### config.mk
export PLATFORM = sky130hd
export DESIGN_NAME = keyboard_scancode_line_buffer
export DESIGN_NICKNAME = d
export VERILOG_FILES = /design/src/design/kslb_pkg.sv /design/src/design/kslb_ram.sv /design/src/design/kslb_front.sv /design/src/design/kslb_opq.sv /design/src/design/kslb_back.sv /design/src/design/keyboard_scancode_line_buffer.sv
export SDC_FILE = /design/constraint.sdc
export NUM_CORES = 2
export LEC_CHECK = 0
export BUFFER_PORTS_ARGS = -buffer_cell sky130_fd_sc_hd__buf_2
export CORE_UTILIZATION = 40
export DETAILED_ROUTE_END_ITERATION = 12
export MAX_ROUTING_LAYER = met4
export PLACE_DENSITY = 0.65
export SLEW_MARGIN = 20
export SYNTH_ARGS = -nofsm -noshare
export SYNTH_HDL_FRONTEND = slang
export SYNTH_MEMORY_MAX_BITS = 65536
export SYNTH_SLANG_ARGS = --single-unit
### constraint.sdc
create_clock -name clk_i -period 8.2 [get_ports clk_i]
set_input_delay 1.64 -clock clk_i [delete_from_list [all_inputs] [get_ports clk_i]]
set_output_delay 1.64 -clock clk_i [all_outputs]
set_load 0.005 [all_outputs]
### src/design/kslb_pkg.sv
// kslb_pkg: shared types, constants and scancode translation tables for the
// keyboard scancode line buffer. No dependencies.
package kslb_pkg;

  localparam int RING_DEPTH = 256;
  localparam int PTR_W      = $clog2(RING_DEPTH);
  localparam int AVAIL_W    = (PTR_W > 8) ? PTR_W : 8;
  localparam int OPQ_DEPTH  = 2;
  localparam int OPQ_PTR_W  = $clog2(OPQ_DEPTH);
  localparam int OPQ_CNT_W  = $clog2(OPQ_DEPTH + 1);

  localparam logic [7:0] SC_LSHIFT_MAKE  = 8'h2A;
  localparam logic [7:0] SC_RSHIFT_MAKE  = 8'h36;
  localparam logic [7:0] SC_LSHIFT_BREAK = 8'hAA;
  localparam logic [7:0] SC_RSHIFT_BREAK = 8'hB6;
  localparam logic [7:0] CH_BACKSPACE    = 8'h08;
  localparam logic [7:0] CH_NEWLINE      = 8'h0A;

  typedef enum logic [1:0] {
    MODE_COOKED   = 2'd0,
    MODE_RAW      = 2'd1,
    MODE_SCANCODE = 2'd2,
    MODE_QUIET    = 2'd3
  } mode_e;

  typedef enum logic [0:0] {
    CMD_SCAN = 1'b0,
    CMD_READ = 1'b1
  } cmd_e;

  typedef enum logic [2:0] {
    OP_NONE  = 3'd0,
    OP_READ  = 3'd1,
    OP_SCAN  = 3'd2,
    OP_BS    = 3'd3,
    OP_STORE = 3'd4
  } op_kind_e;

  typedef struct packed {
    logic [0:0] cmd;
    logic [7:0] scan_code;
  } in_word_t;

  typedef struct packed {
    logic       echo_valid;
    logic [7:0] echo_char;
    logic       read_valid;
    logic [7:0] read_byte;
    logic [7:0] bytes_available;
  } out_word_t;

  typedef struct packed {
    op_kind_e   kind;
    logic [7:0] data;
    logic       echo;
    logic       commit;
  } op_t;

  typedef struct packed {
    logic valid;
    logic full;
  } opq_status_t;

  function automatic logic [7:0] plain_char(input logic [6:0] c);
    logic [7:0] r;
    r = 8'h00;
    case (c)
      7'h01: r = 8'h1B; 7'h02: r = 8'h31; 7'h03: r = 8'h32; 7'h04: r = 8'h33;
      7'h05: r = 8'h34; 7'h06: r = 8'h35; 7'h07: r = 8'h36; 7'h08: r = 8'h37;
      7'h09: r = 8'h38; 7'h0A: r = 8'h39; 7'h0B: r = 8'h30; 7'h0C: r = 8'h2D;
      7'h0D: r = 8'h3D; 7'h0E: r = 8'h08; 7'h0F: r = 8'h09;
      7'h10: r = 8'h71; 7'h11: r = 8'h77; 7'h12: r = 8'h65; 7'h13: r = 8'h72;
      7'h14: r = 8'h74; 7'h15: r = 8'h79; 7'h16: r = 8'h75; 7'h17: r = 8'h69;
      7'h18: r = 8'h6F; 7'h19: r = 8'h70; 7'h1A: r = 8'h5B; 7'h1B: r = 8'h5D;
      7'h1C: r = 8'h0A;
      7'h1E: r = 8'h61; 7'h1F: r = 8'h73; 7'h20: r = 8'h64; 7'h21: r = 8'h66;
      7'h22: r = 8'h67; 7'h23: r = 8'h68; 7'h24: r = 8'h6A; 7'h25: r = 8'h6B;
      7'h26: r = 8'h6C; 7'h27: r = 8'h3B; 7'h28: r = 8'h27; 7'h29: r = 8'h60;
      7'h2B: r = 8'h5C; 7'h2C: r = 8'h7A; 7'h2D: r = 8'h78; 7'h2E: r = 8'h63;
      7'h2F: r = 8'h76; 7'h30: r = 8'h62; 7'h31: r = 8'h6E; 7'h32: r = 8'h6D;
      7'h33: r = 8'h2C; 7'h34: r = 8'h2E; 7'h35: r = 8'h2F; 7'h37: r = 8'h2A;
      7'h39: r = 8'h20; 7'h4A: r = 8'h2D; 7'h4E: r = 8'h2B;
      default: r = 8'h00;
    endcase
    return r;
  endfunction

  function automatic logic [7:0] shift_char(input logic [6:0] c);
    logic [7:0] r;
    r = 8'h00;
    case (c)
      7'h01: r = 8'h1B; 7'h02: r = 8'h21; 7'h03: r = 8'h40; 7'h04: r = 8'h23;
      7'h05: r = 8'h24; 7'h06: r = 8'h25; 7'h07: r = 8'h5E; 7'h08: r = 8'h26;
      7'h09: r = 8'h2A; 7'h0A: r = 8'h28; 7'h0B: r = 8'h29; 7'h0C: r = 8'h5F;
      7'h0D: r = 8'h2B; 7'h0E: r = 8'h08; 7'h0F: r = 8'h09;
      7'h10: r = 8'h51; 7'h11: r = 8'h57; 7'h12: r = 8'h45; 7'h13: r = 8'h52;
      7'h14: r = 8'h54; 7'h15: r = 8'h59; 7'h16: r = 8'h55; 7'h17: r = 8'h49;
      7'h18: r = 8'h4F; 7'h19: r = 8'h50; 7'h1A: r = 8'h7B; 7'h1B: r = 8'h7D;
      7'h1C: r = 8'h0A;
      7'h1E: r = 8'h41; 7'h1F: r = 8'h53; 7'h20: r = 8'h44; 7'h21: r = 8'h46;
      7'h22: r = 8'h47; 7'h23: r = 8'h48; 7'h24: r = 8'h4A; 7'h25: r = 8'h4B;
      7'h26: r = 8'h4C; 7'h27: r = 8'h3A; 7'h28: r = 8'h22; 7'h29: r = 8'h7E;
      7'h2B: r = 8'h7C; 7'h2C: r = 8'h5A; 7'h2D: r = 8'h58; 7'h2E: r = 8'h43;
      7'h2F: r = 8'h56; 7'h30: r = 8'h42; 7'h31: r = 8'h4E; 7'h32: r = 8'h4D;
      7'h33: r = 8'h3C; 7'h34: r = 8'h3E; 7'h35: r = 8'h3F; 7'h37: r = 8'h2A;
      7'h39: r = 8'h20; 7'h4A: r = 8'h2D; 7'h4E: r = 8'h2B;
      default: r = 8'h00;
    endcase
    return r;
  endfunction

endpackage

### src/design/kslb_ram.sv
// kslb_ram: generic single-write, single-read RAM with registered read data.
// No dependencies.
module kslb_ram #(
  parameter int WIDTH = 8,
  parameter int DEPTH = 256
) (
  input  logic                     clk_i,
  input  logic                     we_i,
  input  logic [$clog2(DEPTH)-1:0] waddr_i,
  input  logic [WIDTH-1:0]         wdata_i,
  input  logic [$clog2(DEPTH)-1:0] raddr_i,
  output logic [WIDTH-1:0]         rdata_o
);

  logic [WIDTH-1:0] mem [DEPTH];
  logic [WIDTH-1:0] rdata_q;

  always_ff @(posedge clk_i) begin
    if (we_i) begin
      mem[waddr_i] <= wdata_i;
    end
    rdata_q <= mem[raddr_i];
  end

  assign rdata_o = rdata_q;

endmodule

### src/design/kslb_front.sv
// kslb_front: accepts input words, tracks the shift keys, translates scancodes
// and classifies each word into a back-end operation. Depends on kslb_pkg.
module kslb_front (
  input  logic              clk_i,
  input  logic              rst_ni,
  input  kslb_pkg::mode_e   mode_i,
  input  logic              push_i,
  input  kslb_pkg::in_word_t in_word_i,
  input  logic              opq_full_i,
  output logic              full_o,
  output logic              op_valid_o,
  output kslb_pkg::op_t     op_o
);

  logic       lshift_q, lshift_d;
  logic       rshift_q, rshift_d;
  logic       accept;
  logic       track;
  logic [7:0] sc;
  logic [7:0] plain, shifted, ch;

  assign full_o     = opq_full_i;
  assign accept     = push_i && !opq_full_i;
  assign op_valid_o = accept;
  assign sc         = in_word_i.scan_code;
  assign track      = (in_word_i.cmd == kslb_pkg::CMD_SCAN) &&
                      (mode_i != kslb_pkg::MODE_SCANCODE);

  always_comb begin
    lshift_d = lshift_q;
    rshift_d = rshift_q;
    if (track) begin
      if (sc == kslb_pkg::SC_LSHIFT_MAKE) begin
        lshift_d = 1'b1;
      end else if (sc == kslb_pkg::SC_RSHIFT_MAKE) begin
        rshift_d = 1'b1;
      end else if (sc == kslb_pkg::SC_LSHIFT_BREAK) begin
        lshift_d = 1'b0;
      end else if (sc == kslb_pkg::SC_RSHIFT_BREAK) begin
        rshift_d = 1'b0;
      end
    end
  end

  assign plain   = kslb_pkg::plain_char(sc[6:0]);
  assign shifted = kslb_pkg::shift_char(sc[6:0]);
  assign ch      = (lshift_d || rshift_d) ? shifted : plain;

  always_comb begin
    op_o.kind   = kslb_pkg::OP_NONE;
    op_o.data   = ch;
    op_o.echo   = 1'b0;
    op_o.commit = 1'b0;
    if (in_word_i.cmd == kslb_pkg::CMD_READ) begin
      op_o.kind = kslb_pkg::OP_READ;
    end else if (mode_i == kslb_pkg::MODE_SCANCODE) begin
      op_o.kind = kslb_pkg::OP_SCAN;
      op_o.data = sc;
    end else if (sc[7] || plain == 8'h00) begin
      op_o.kind = kslb_pkg::OP_NONE;
    end else if (mode_i == kslb_pkg::MODE_COOKED && ch == kslb_pkg::CH_BACKSPACE) begin
      op_o.kind = kslb_pkg::OP_BS;
    end else begin
      op_o.kind   = kslb_pkg::OP_STORE;
      op_o.echo   = (mode_i == kslb_pkg::MODE_COOKED);
      op_o.commit = (mode_i == kslb_pkg::MODE_RAW) || (ch == kslb_pkg::CH_NEWLINE);
    end
  end

  always_ff @(posedge clk_i or negedge rst_ni) begin
    if (!rst_ni) begin
      lshift_q <= 1'b0;
      rshift_q <= 1'b0;
    end else if (accept) begin
      lshift_q <= lshift_d;
      rshift_q <= rshift_d;
    end
  end

endmodule

### src/design/kslb_opq.sv
// kslb_opq: short operation queue between front and back end.
// Depends on kslb_pkg.
module kslb_opq (
  input  logic                  clk_i,
  input  logic                  rst_ni,
  input  logic                  push_i,
  input  kslb_pkg::op_t         op_i,
  input  logic                  pop_i,
  output kslb_pkg::op_t         op_o,
  output kslb_pkg::opq_status_t status_o
);

  kslb_pkg::op_t                    ent_q [kslb_pkg::OPQ_DEPTH];
  logic [kslb_pkg::OPQ_PTR_W-1:0]   wptr_q, wptr_d;
  logic [kslb_pkg::OPQ_PTR_W-1:0]   rptr_q, rptr_d;
  logic [kslb_pkg::OPQ_CNT_W-1:0]   cnt_q, cnt_d;
  logic                             do_pop;

  assign status_o.valid = (cnt_q != '0);
  assign status_o.full  = (cnt_q == kslb_pkg::OPQ_CNT_W'(kslb_pkg::OPQ_DEPTH));
  assign op_o           = ent_q[rptr_q];
  assign do_pop         = pop_i && status_o.valid;

  always_comb begin
    wptr_d = wptr_q;
    rptr_d = rptr_q;
    cnt_d  = cnt_q;
    if (push_i) begin
      wptr_d = (wptr_q == kslb_pkg::OPQ_PTR_W'(kslb_pkg::OPQ_DEPTH - 1)) ? '0 :
               wptr_q + kslb_pkg::OPQ_PTR_W'(1);
    end
    if (do_pop) begin
      rptr_d = (rptr_q == kslb_pkg::OPQ_PTR_W'(kslb_pkg::OPQ_DEPTH - 1)) ? '0 :
               rptr_q + kslb_pkg::OPQ_PTR_W'(1);
    end
    if (push_i && !do_pop) begin
      cnt_d = cnt_q + kslb_pkg::OPQ_CNT_W'(1);
    end else if (!push_i && do_pop) begin
      cnt_d = cnt_q - kslb_pkg::OPQ_CNT_W'(1);
    end
  end

  always_ff @(posedge clk_i) begin
    if (push_i) begin
      ent_q[wptr_q] <= op_i;
    end
  end

  always_ff @(posedge clk_i or negedge rst_ni) begin
    if (!rst_ni) begin
      wptr_q <= '0;
      rptr_q <= '0;
      cnt_q  <= '0;
    end else begin
      wptr_q <= wptr_d;
      rptr_q <= rptr_d;
      cnt_q  <= cnt_d;
    end
  end

endmodule

### src/design/kslb_back.sv
// kslb_back: executes operations on the ring (pointers, stores, reads) and
// holds the result word for the consumer. Depends on kslb_pkg and kslb_ram.
module kslb_back (
  input  logic                  clk_i,
  input  logic                  rst_ni,
  input  kslb_pkg::opq_status_t opq_i,
  input  kslb_pkg::op_t         op_i,
  output logic                  op_pop_o,
  output logic                  empty_o,
  input  logic                  pop_i,
  output kslb_pkg::out_word_t   out_word_o
);

  typedef enum logic [1:0] {
    S_IDLE = 2'b01,
    S_READ = 2'b10
  } state_e;

  localparam int PW = kslb_pkg::PTR_W;
  localparam int AW = kslb_pkg::AVAIL_W;

  state_e              state_q, state_d;
  logic [PW-1:0]       rd_q, rd_d, cm_q, cm_d, ed_q, ed_d;
  logic                out_valid_q, out_valid_d;
  kslb_pkg::out_word_t out_q, out_d, res;
  logic                out_set;
  logic                ram_we;
  logic [7:0]          ram_rdata;
  logic [PW-1:0]       avail;
  logic [AW-1:0]       avail_w;

  kslb_ram #(
    .WIDTH(8),
    .DEPTH(kslb_pkg::RING_DEPTH)
  ) u_ring (
    .clk_i  (clk_i),
    .we_i   (ram_we),
    .waddr_i(ed_q),
    .wdata_i(op_i.data),
    .raddr_i(rd_q),
    .rdata_o(ram_rdata)
  );

  always_comb begin
    state_d  = state_q;
    rd_d     = rd_q;
    cm_d     = cm_q;
    ed_d     = ed_q;
    ram_we   = 1'b0;
    op_pop_o = 1'b0;
    out_set  = 1'b0;
    res      = '0;
    case (state_q)
      S_IDLE: begin
        if (opq_i.valid && !out_valid_q) begin
          op_pop_o = 1'b1;
          case (op_i.kind)
            kslb_pkg::OP_READ: begin
              if (rd_q != cm_q) begin
                rd_d    = rd_q + PW'(1);
                state_d = S_READ;
              end else begin
                out_set = 1'b1;
              end
            end
            kslb_pkg::OP_SCAN: begin
              ram_we  = 1'b1;
              ed_d    = ed_q + PW'(1);
              cm_d    = ed_q + PW'(1);
              if ((ed_q + PW'(2)) == rd_q) begin
                rd_d = rd_q + PW'(1);
              end
              out_set = 1'b1;
            end
            kslb_pkg::OP_BS: begin
              if (rd_q != ed_q) begin
                ed_d           = ed_q - PW'(1);
                res.echo_valid = 1'b1;
                res.echo_char  = kslb_pkg::CH_BACKSPACE;
              end
              out_set = 1'b1;
            end
            kslb_pkg::OP_STORE: begin
              ram_we = 1'b1;
              ed_d   = ed_q + PW'(1);
              if (op_i.commit) begin
                cm_d = ed_q + PW'(1);
              end
              if (op_i.echo) begin
                res.echo_valid = 1'b1;
                res.echo_char  = op_i.data;
              end
              out_set = 1'b1;
            end
            default: begin
              out_set = 1'b1;
            end
          endcase
        end
      end
      S_READ: begin
        res.read_valid = 1'b1;
        res.read_byte  = ram_rdata;
        out_set        = 1'b1;
        state_d        = S_IDLE;
      end
      default: begin
        state_d = S_IDLE;
      end
    endcase
  end

  assign avail   = cm_d - rd_d;
  assign avail_w = AW'(avail);

  always_comb begin
    out_valid_d = out_valid_q;
    out_d       = out_q;
    if (out_set) begin
      out_valid_d           = 1'b1;
      out_d                 = res;
      out_d.bytes_available = (avail_w > AW'(255)) ? 8'hFF : avail_w[7:0];
    end else if (pop_i && out_valid_q) begin
      out_valid_d = 1'b0;
    end
  end

  assign empty_o    = !out_valid_q;
  assign out_word_o = out_q;

  always_ff @(posedge clk_i) begin
    out_q <= out_d;
  end

  always_ff @(posedge clk_i or negedge rst_ni) begin
    if (!rst_ni) begin
      state_q     <= S_IDLE;
      rd_q        <= '0;
      cm_q        <= '0;
      ed_q        <= '0;
      out_valid_q <= 1'b0;
    end else begin
      state_q     <= state_d;
      rd_q        <= rd_d;
      cm_q        <= cm_d;
      ed_q        <= ed_d;
      out_valid_q <= out_valid_d;
    end
  end

endmodule

### src/design/keyboard_scancode_line_buffer.sv
// Path: an accepted word goes into the operation queue; the back end then
// registers its result word, and a read that finds a byte also passes the
// ring RAM's registered read port and the S_READ state. The back end holds
// a single result word until popped and takes no new operation meanwhile.
// Reset: pointers, shift flags and mode_q clear; ring contents stay undefined.
module keyboard_scancode_line_buffer (
  input  logic                clk_i,
  input  logic                rst_ni,
  input  logic                push,
  output logic                full,
  input  kslb_pkg::in_word_t  in_word_i,
  output logic                empty,
  input  logic                pop,
  output kslb_pkg::out_word_t out_word_o,
  input  logic                cfg_we_i,
  input  logic [1:0]          cfg_wdata_i
);

  kslb_pkg::mode_e       mode_q;
  logic                  op_push;
  kslb_pkg::op_t         op_in, op_head;
  logic                  op_pop;
  kslb_pkg::opq_status_t opq_st;

  always_ff @(posedge clk_i or negedge rst_ni) begin
    if (!rst_ni) begin
      mode_q <= kslb_pkg::MODE_COOKED;
    end else if (cfg_we_i) begin
      mode_q <= kslb_pkg::mode_e'(cfg_wdata_i);
    end
  end

  kslb_front u_front (
    .clk_i     (clk_i),
    .rst_ni    (rst_ni),
    .mode_i    (mode_q),
    .push_i    (push),
    .in_word_i (in_word_i),
    .opq_full_i(opq_st.full),
    .full_o    (full),
    .op_valid_o(op_push),
    .op_o      (op_in)
  );

  kslb_opq u_opq (
    .clk_i   (clk_i),
    .rst_ni  (rst_ni),
    .push_i  (op_push),
    .op_i    (op_in),
    .pop_i   (op_pop),
    .op_o    (op_head),
    .status_o(opq_st)
  );

  kslb_back u_back (
    .clk_i     (clk_i),
    .rst_ni    (rst_ni),
    .opq_i     (opq_st),
    .op_i      (op_head),
    .op_pop_o  (op_pop),
    .empty_o   (empty),
    .pop_i     (pop),
    .out_word_o(out_word_o)
  );

endmodule

# After elaboration in Yosys (flattened, before gate mapping)
# Memory sizes are Yosys's and may differ from the RTL's. A register that Yosys moved wholly into a read port is not among the register bits.
# Cells that the tools add are included.
word_totals:
  rom_bits: 1792
  ramBits: 2074
  memories: 4
  in_bits: 16
  regBits: 61
  output_inout_bits: 28
  elab_cells: 136
mem_list:
  columns: ["name", "words", "width", "read_ports", "rd_clocked_by_memory_dff", "wr", "line_no", "source"]
  rows:
  - ["u_back.u_ring.mem", 256, 8, 1, 1, 1, "kslb_ram.sv:15", "logic [WIDTH-1:0] mem [DEPTH];"]
  - ["(name not given)", 128, 7, 1, 0, 0, "kslb_pkg.sv:91", "case (c)"]
  - ["(name not given)", 128, 7, 1, 0, 0, "kslb_pkg.sv:67", "case (c)"]
  - ["u_opq.ent_q", 2, 13, 1, 0, 1, "kslb_opq.sv:13", "kslb_pkg::op_t ent_q [kslb_pkg::OPQ_DEPTH];"]
op_classes:
  reduce_logical: 25
  n_bitwise: 1
  n_eq_ne: 23
  n_addsub: 9
  muxes: 57
  order_cmp: 1
ops:
  columns: ["cell", "count"]
  rows:
  - ["2-to-1 mux 8 bit", 10]
  - ["case mux 8 bit (2 select lines)", 3]
  - ["2-to-1 mux 9 bit", 3]
  - ["2-to-1 mux 1 bit", 25]
  - ["2-to-1 mux 2 bit", 9]
  - ["case mux 9 bit (2 select lines)", 1]
  - ["adder 8 x 1 -> 8 bit, second input constant", 2]
  - ["== test 8 x 4 -> 1 bit, second input constant", 2]
  - ["== test 8 x 6 -> 1 bit, second input constant", 2]
  - ["== test 8 bit, second input constant", 2]
  - ["inequality test 8 bit", 2]
  - ["2-to-1 mux 3 bit", 4]
  - ["2-to-1 mux 10 bit", 1]
  - ["adder 8 x 2 -> 8 bit, second input constant", 1]
  - ["== test 8 bit", 1]
  - ["greater-than comparator 8 bit, second input constant", 1]
  - ["logical AND 1 bit", 8]
  - ["zero test 8 bit", 1]
  - ["nonzero test 2 bit", 4]
  - ["subtractor 8 x 1 -> 8 bit, second input constant", 1]
  - ["subtractor 8 bit", 1]
  - ["== test 2 bit, second input constant", 3]
  - ["== test 3 x 2 -> 1 bit, second input constant", 2]
  - ["inequality test 2 x 1 -> 1 bit, second input constant", 3]
  - ["16 further kinds", 24]

# Logic depth before layout (Yosys ltp)
logic_depth:
  depth_word: 14
  mapped_depth: 18
  depth_no_buf: 17

# Modules after synthesis
# From an unflattened synthesis, not the netlist that was laid out.
unflattened:
  hier_cells: 4365
  hier_area_um2: 85891.1
modules_own_cells:
  columns: ["module", "area_each_um2", "cells_per_inst", "instances", "seq_area_each_um2"]
  rows:
  - ["kslb_ram", 79556.3, 3733, 1, 61659.1]
  - ["kslb_back", 3115.5, 289, 1, 1457.6]
  - ["kslb_front", 2015.7, 283, 1, 50.0]
  - ["kslb_opq", 1131.1, 56, 1, 880.8]
  - ["keyboard_scancode_line_buffer", 72.6, 4, 1, 50.0]

# Worst setup path after synthesis
# No wires, ideal clock.
synth_path:
  kind: "input to register"
  from: "input in_word_i[1] in the netlist's numbering"
  to: "memory u_opq.ent_q[0][12] in the netlist's numbering (data pin)"
  required_ns: 7.942
  t_arrival_ns: 4.244
  path_buffers: 1
  slack_ns: 3.699
  stages: 11
  setup_time_ns: 0.258
  path_cell_list: "clkbuf_1 inv_1 ha_1 or2_2 a311o_1 o32a_1 nand3_1 o41a_1 nor4b_1 a21oi_1 o21a_1"
synth_rtl:
  columns: ["element", "line_no", "source"]
  rows:
  - ["start, declared", "keyboard_scancode_line_buffer.sv:11", "input kslb_pkg::in_word_t in_word_i,"]
  - ["end, declared", "kslb_opq.sv:13", null]

# Worst setup path in the final report
layout_path:
  from: "register u_opq.rptr_q"
  to: "register u_back.out_q (netlist bit u_back.out_word_o[7]) (data pin)"
layout_between:
  elab_chain_cells: 7
  word_cells_on_any_way: 13
  classes_between: "add/sub: 1; order compare: 1; eq/ne: 3; mux: 7; memory: 1"
layout_rtl:
  columns: ["element", "line_no", "source"]
  rows:
  - ["start, declared", "kslb_opq.sv:15", "logic [kslb_pkg::OPQ_PTR_W-1:0] rptr_q, rptr_d;"]
  - ["start signal, assigned", "kslb_opq.sv:56", "rptr_q <= rptr_d;"]
  - ["memory read (2 x 13 bit) (*)", null, null]
  - ["== test 3 bit (tied with other cells)", "kslb_back.sv:57", "case (op_i.kind)"]
  - ["case mux 8 bit (2 select lines) (*)", "kslb_back.sv:57", null]
  - ["2-to-1 mux 8 bit (*)", "kslb_back.sv:55", "if (opq_i.valid && !out_valid_q) begin"]
  - ["2-to-1 mux 8 bit (*)", "kslb_back.sv:53", "case (state_q)"]
  - ["via u_back.cm_d[1]", "kslb_back.sv:23", "logic [PW-1:0] rd_q, rd_d, cm_q, cm_d, ed_q, ed_d;"]
  - ["subtractor 8 bit (*)", "kslb_back.sv:113", "assign avail = cm_d - rd_d;"]
  - ["via u_back.avail[7]", "kslb_back.sv:29", "logic [PW-1:0] avail;"]
  - ["greater-than comparator 8 bit", "kslb_back.sv:122", "out_d.bytes_available = (avail_w > AW'(255)) ? 8'hFF : avail_w[7:0];"]
  - ["end signal, assigned", "kslb_back.sv:132", "out_q <= out_d;"]
  - ["end, declared", "kslb_back.sv:25", "kslb_pkg::out_word_t out_q, out_d, res;"]
# The timed path passes the listed nets; every way through them passes the cells marked *.
# A chain may end at the register's enable or synchronous reset.

==> impl_metrics.toml <==
[timing]
setup_viol = 0
fin_crit_sh = 0.576
final.setup.tns_ns = 0
maxSlewHeadroom = 0.211
rsz0062_at_grt = "no"
post-route-min-period_ns = 4.72
finalMaxSlewViolations = 0
final_hold_viol_count = 0
fmax_ghz = 0.212
finalClockSkew_ns = 0.0363
worst_slew_pin_slew_ns = 1.18

[pwr]
clkPwrFrac = 0.290
p_int_mw = 22.3
p_leak_nw = 28.8
p_switching_mw = 9.48
power_density_nw_per_um2 = 335
sequentialPowerShare = 0.441
swShare = 0.298
pwr-share-comb = 0.269
vdd_ir_drop_max_uv = 281

[global_route]
grt_max_degree = 163
grt_usage = 0.184
grt_pass1_vias = 39600
antenna_found_initial = 6
grt_pass1_wl_mm = 282
grt.overflow.total = 0

[worst_setup_path]
r2r_setup_slack_ns = 3.48
crit_required_ns = 8.77
critPathCaptureType = "flop"
arrival_ns = 5.30
reg2reg_to = "u_back.out_word_o[7]$_DFFE_PP_"
setup.worst_path.class = "reg -> reg"
cp_max_fo = 18
r2r-start = "u_opq.rptr_q$_DFFE_PN0P_"
cp-start-kind = "flop"
reg2reg_depth = 14

[yosys]
syn_avg_cell_area_um2 = 21.9
synthTopCellsByArea = "edfxtp_1, mux4_2, nor2_1, dfrtp_1, clkbuf_1"
synth_top_cell_by_area = "edfxtp_1"
ys_seq_area_frac = 0.754
ys_ff_latch = 2143
synth_cell_type_count = 78
synth_top_area_share = 0.742
synth_edf_count = 2100
yosys_warnings = 0
postSynthNetCount = 3924
ys.flop_type = "edfxtp_1"
syn-cell-area_um2 = 85000
async_flop_share = 0.0163
syn_inst = 3878

[drt]
drc = 0
dr.pass1.iters = 8
drtIter0Drc = 4791
post_drt_via_cell_ratio = 5.72
antenna_left = 0
drt-total-wl_mm = 192
wl_per_cell_um = 27.7
vias = 39700

[cts]
ctsHoldBuffers = 0
worstSkewPairLatency_ns = 0.85
post_cts_resized = 0
path_clk_slew_ns = 0.06
clockRootBuffer = "clkbuf_16"
cts_made_buffers = 206
cts_setup_buffers = 0
cts_max_path_buffers = 3
htree_levels = 4
cts_num_sinks = 2143
tritoncts = "yes"

[placement]
gp_congestion = 0.892
dp.cells = 6552
dpl.hpwl_mm = 114
port_buffers = 43

[floorplan]
fp.dieArea_um2 = 214000
io_pins = 44
num_rows = 168
coreArea_um2 = 210000
die_w_um = 463
initial_core_util = 0.404
die_y_um = 463

[final_layout]
final_cell_mix = "edfxtp_1, mux4_2, nor2_1"
drive_above_1_share = 0.267
nNetsFinal = 4002
fillCellCount = 17200
syn_to_final_growth_pct = 11.8
regArea_um2 = 64100
fin_util = 0.451
mostFrequentLayoutCell = "edfxtp_1"
final_cells = 6937
multi_input_area_um2 = 19900

[outcome]
status = "finished, final reports clean"

[hold_path]
hold_end = "u_opq.cnt_q[1]$_DFFE_PN0P_"
hold_start = "u_opq.cnt_q[1]$_DFFE_PN0P_"
hold_class = "reg -> reg"
hold_depth = 1

[flow_run]
maxCapViolations = 0
layout make-up:
class	instances	area share
sequential	2143	0.675
multi-input combinational	1474	0.210
clock buffer	261	0.0579
tap	2805	0.0370
clock inverter	119	0.0111
timing repair buffer	101	0.00789
inverter	30	0.00127
antenna	4	0.000105
critical path, cell delays in order (launching register included):
cell and delay, ns:
dfrtp_1 0.98, nor2_1 0.20, a21oi_2 0.65, nor2_1 0.18, o21ai_1 0.50, mux2i_1 0.38
inv_1 0.11, ha_1 0.29, a21oi_1 0.05, o21ai_0 0.26, a21o_1 0.16, nand2_1 0.07
a21oi_1 0.19, xor2_1 0.19, xnor3_1 0.23
power by group through the flow:
stage	clock network [mW]	logic, mW	registers, mW
after floorplan	0	5.66	14.2
after global placement	0	8.51	14.2
after detailed placement	0	8.64	14.3
after CTS	9.37	8.66	14.0
after global routing	9.79	9.07	14.0
final	9.24	8.56	14.0
cells in the mapped netlist, drive strengths merged, types with 21 or more instances:
library cell  number
clkbuf           131
o21ai             35
nand2             83
a21oi             31
xnor2             30
mux4             672
nand3             21
ha                29
buf              100
nor2b             27
inv               29
edfxtp          2100
dfrtp             34
xor2              24
nor2             296
through the flow:
step	worst slack [ns]	hold slack (ns)	power, mW	cell area [um2]
5_1_grt	2.97	0.515	32.9	94900
3_5_place_dp	2.93	0.493	22.9	88400
3_3_place_gp	2.98	0.481	22.8	88400
6_report	3.48	0.502	31.8	94900
4_1_cts	3.16	0.501	32.1	94900
2_1_floorplan	3.70	0.461	19.8	85000
logic make-up (layout without fill, tap and decap cells):
logic type               Yosys count  count (layout)  synth area share
flip-flops                      2143            2143             0.754
multiplexers                     701             701             0.182
AND/OR/NAND/NOR                  524             524            0.0272
buffers and inverters            261             511            0.0130
AO/OA/AOI/OAI                    164             164            0.0132
XOR/XNOR                          55              55           0.00583
adder cells (fa/ha/maj)           30              30           0.00451
other                              0               4                 0
registers in the layout, indices dropped and copies added (netlist names):
register,count
u_back.state_q,2
u_front.lshift_q,1
u_back.out_word_o,26
u_back.u_ring.mem,2048
u_back.cm_q,8
u_opq.ent_q,26
u_opq.cnt_q,2
u_back.out_valid_q,1
u_front.rshift_q,1
u_opq.rptr_q,1
u_back.u_ring.rdata_o,8
u_back.rd_q,8
u_back.ed_q,8
mode_q,2
u_opq.wptr_q,1
layer usage:
layer,GRT usage,vias up,routed length [um]
li1,-,16400,-
met1,0.258,21400,82200
met2,0.281,1560,92500
met3,0.0317,281,13300
met4,0.0450,0,4210
met5,-,-,0
how the worst max path moves through the flow:
stage / start / endpoint / slack, ns
2_1_floorplan: in_word_i[1] / u_opq.ent_q[0][12]$_DFFE_PP_ / 3.70
4_1_cts: u_opq.rptr_q$_DFFE_PN0P_ / u_back.out_word_o[7]$_DFFE_PP_ / 3.16
5_1_grt: u_opq.rptr_q$_DFFE_PN0P_ / u_back.out_word_o[7]$_DFFE_PP_ / 2.97
3_3_place_gp: in_word_i[2] / u_opq.ent_q[0][0]$_DFFE_PP_ / 2.98
3_5_place_dp: in_word_i[2] / u_opq.ent_q[0][1]$_DFFE_PP_ / 2.93
6_report: u_opq.rptr_q$_DFFE_PN0P_ / u_back.out_word_o[7]$_DFFE_PP_ / 3.48
Power figures use the tool's default switching activity.
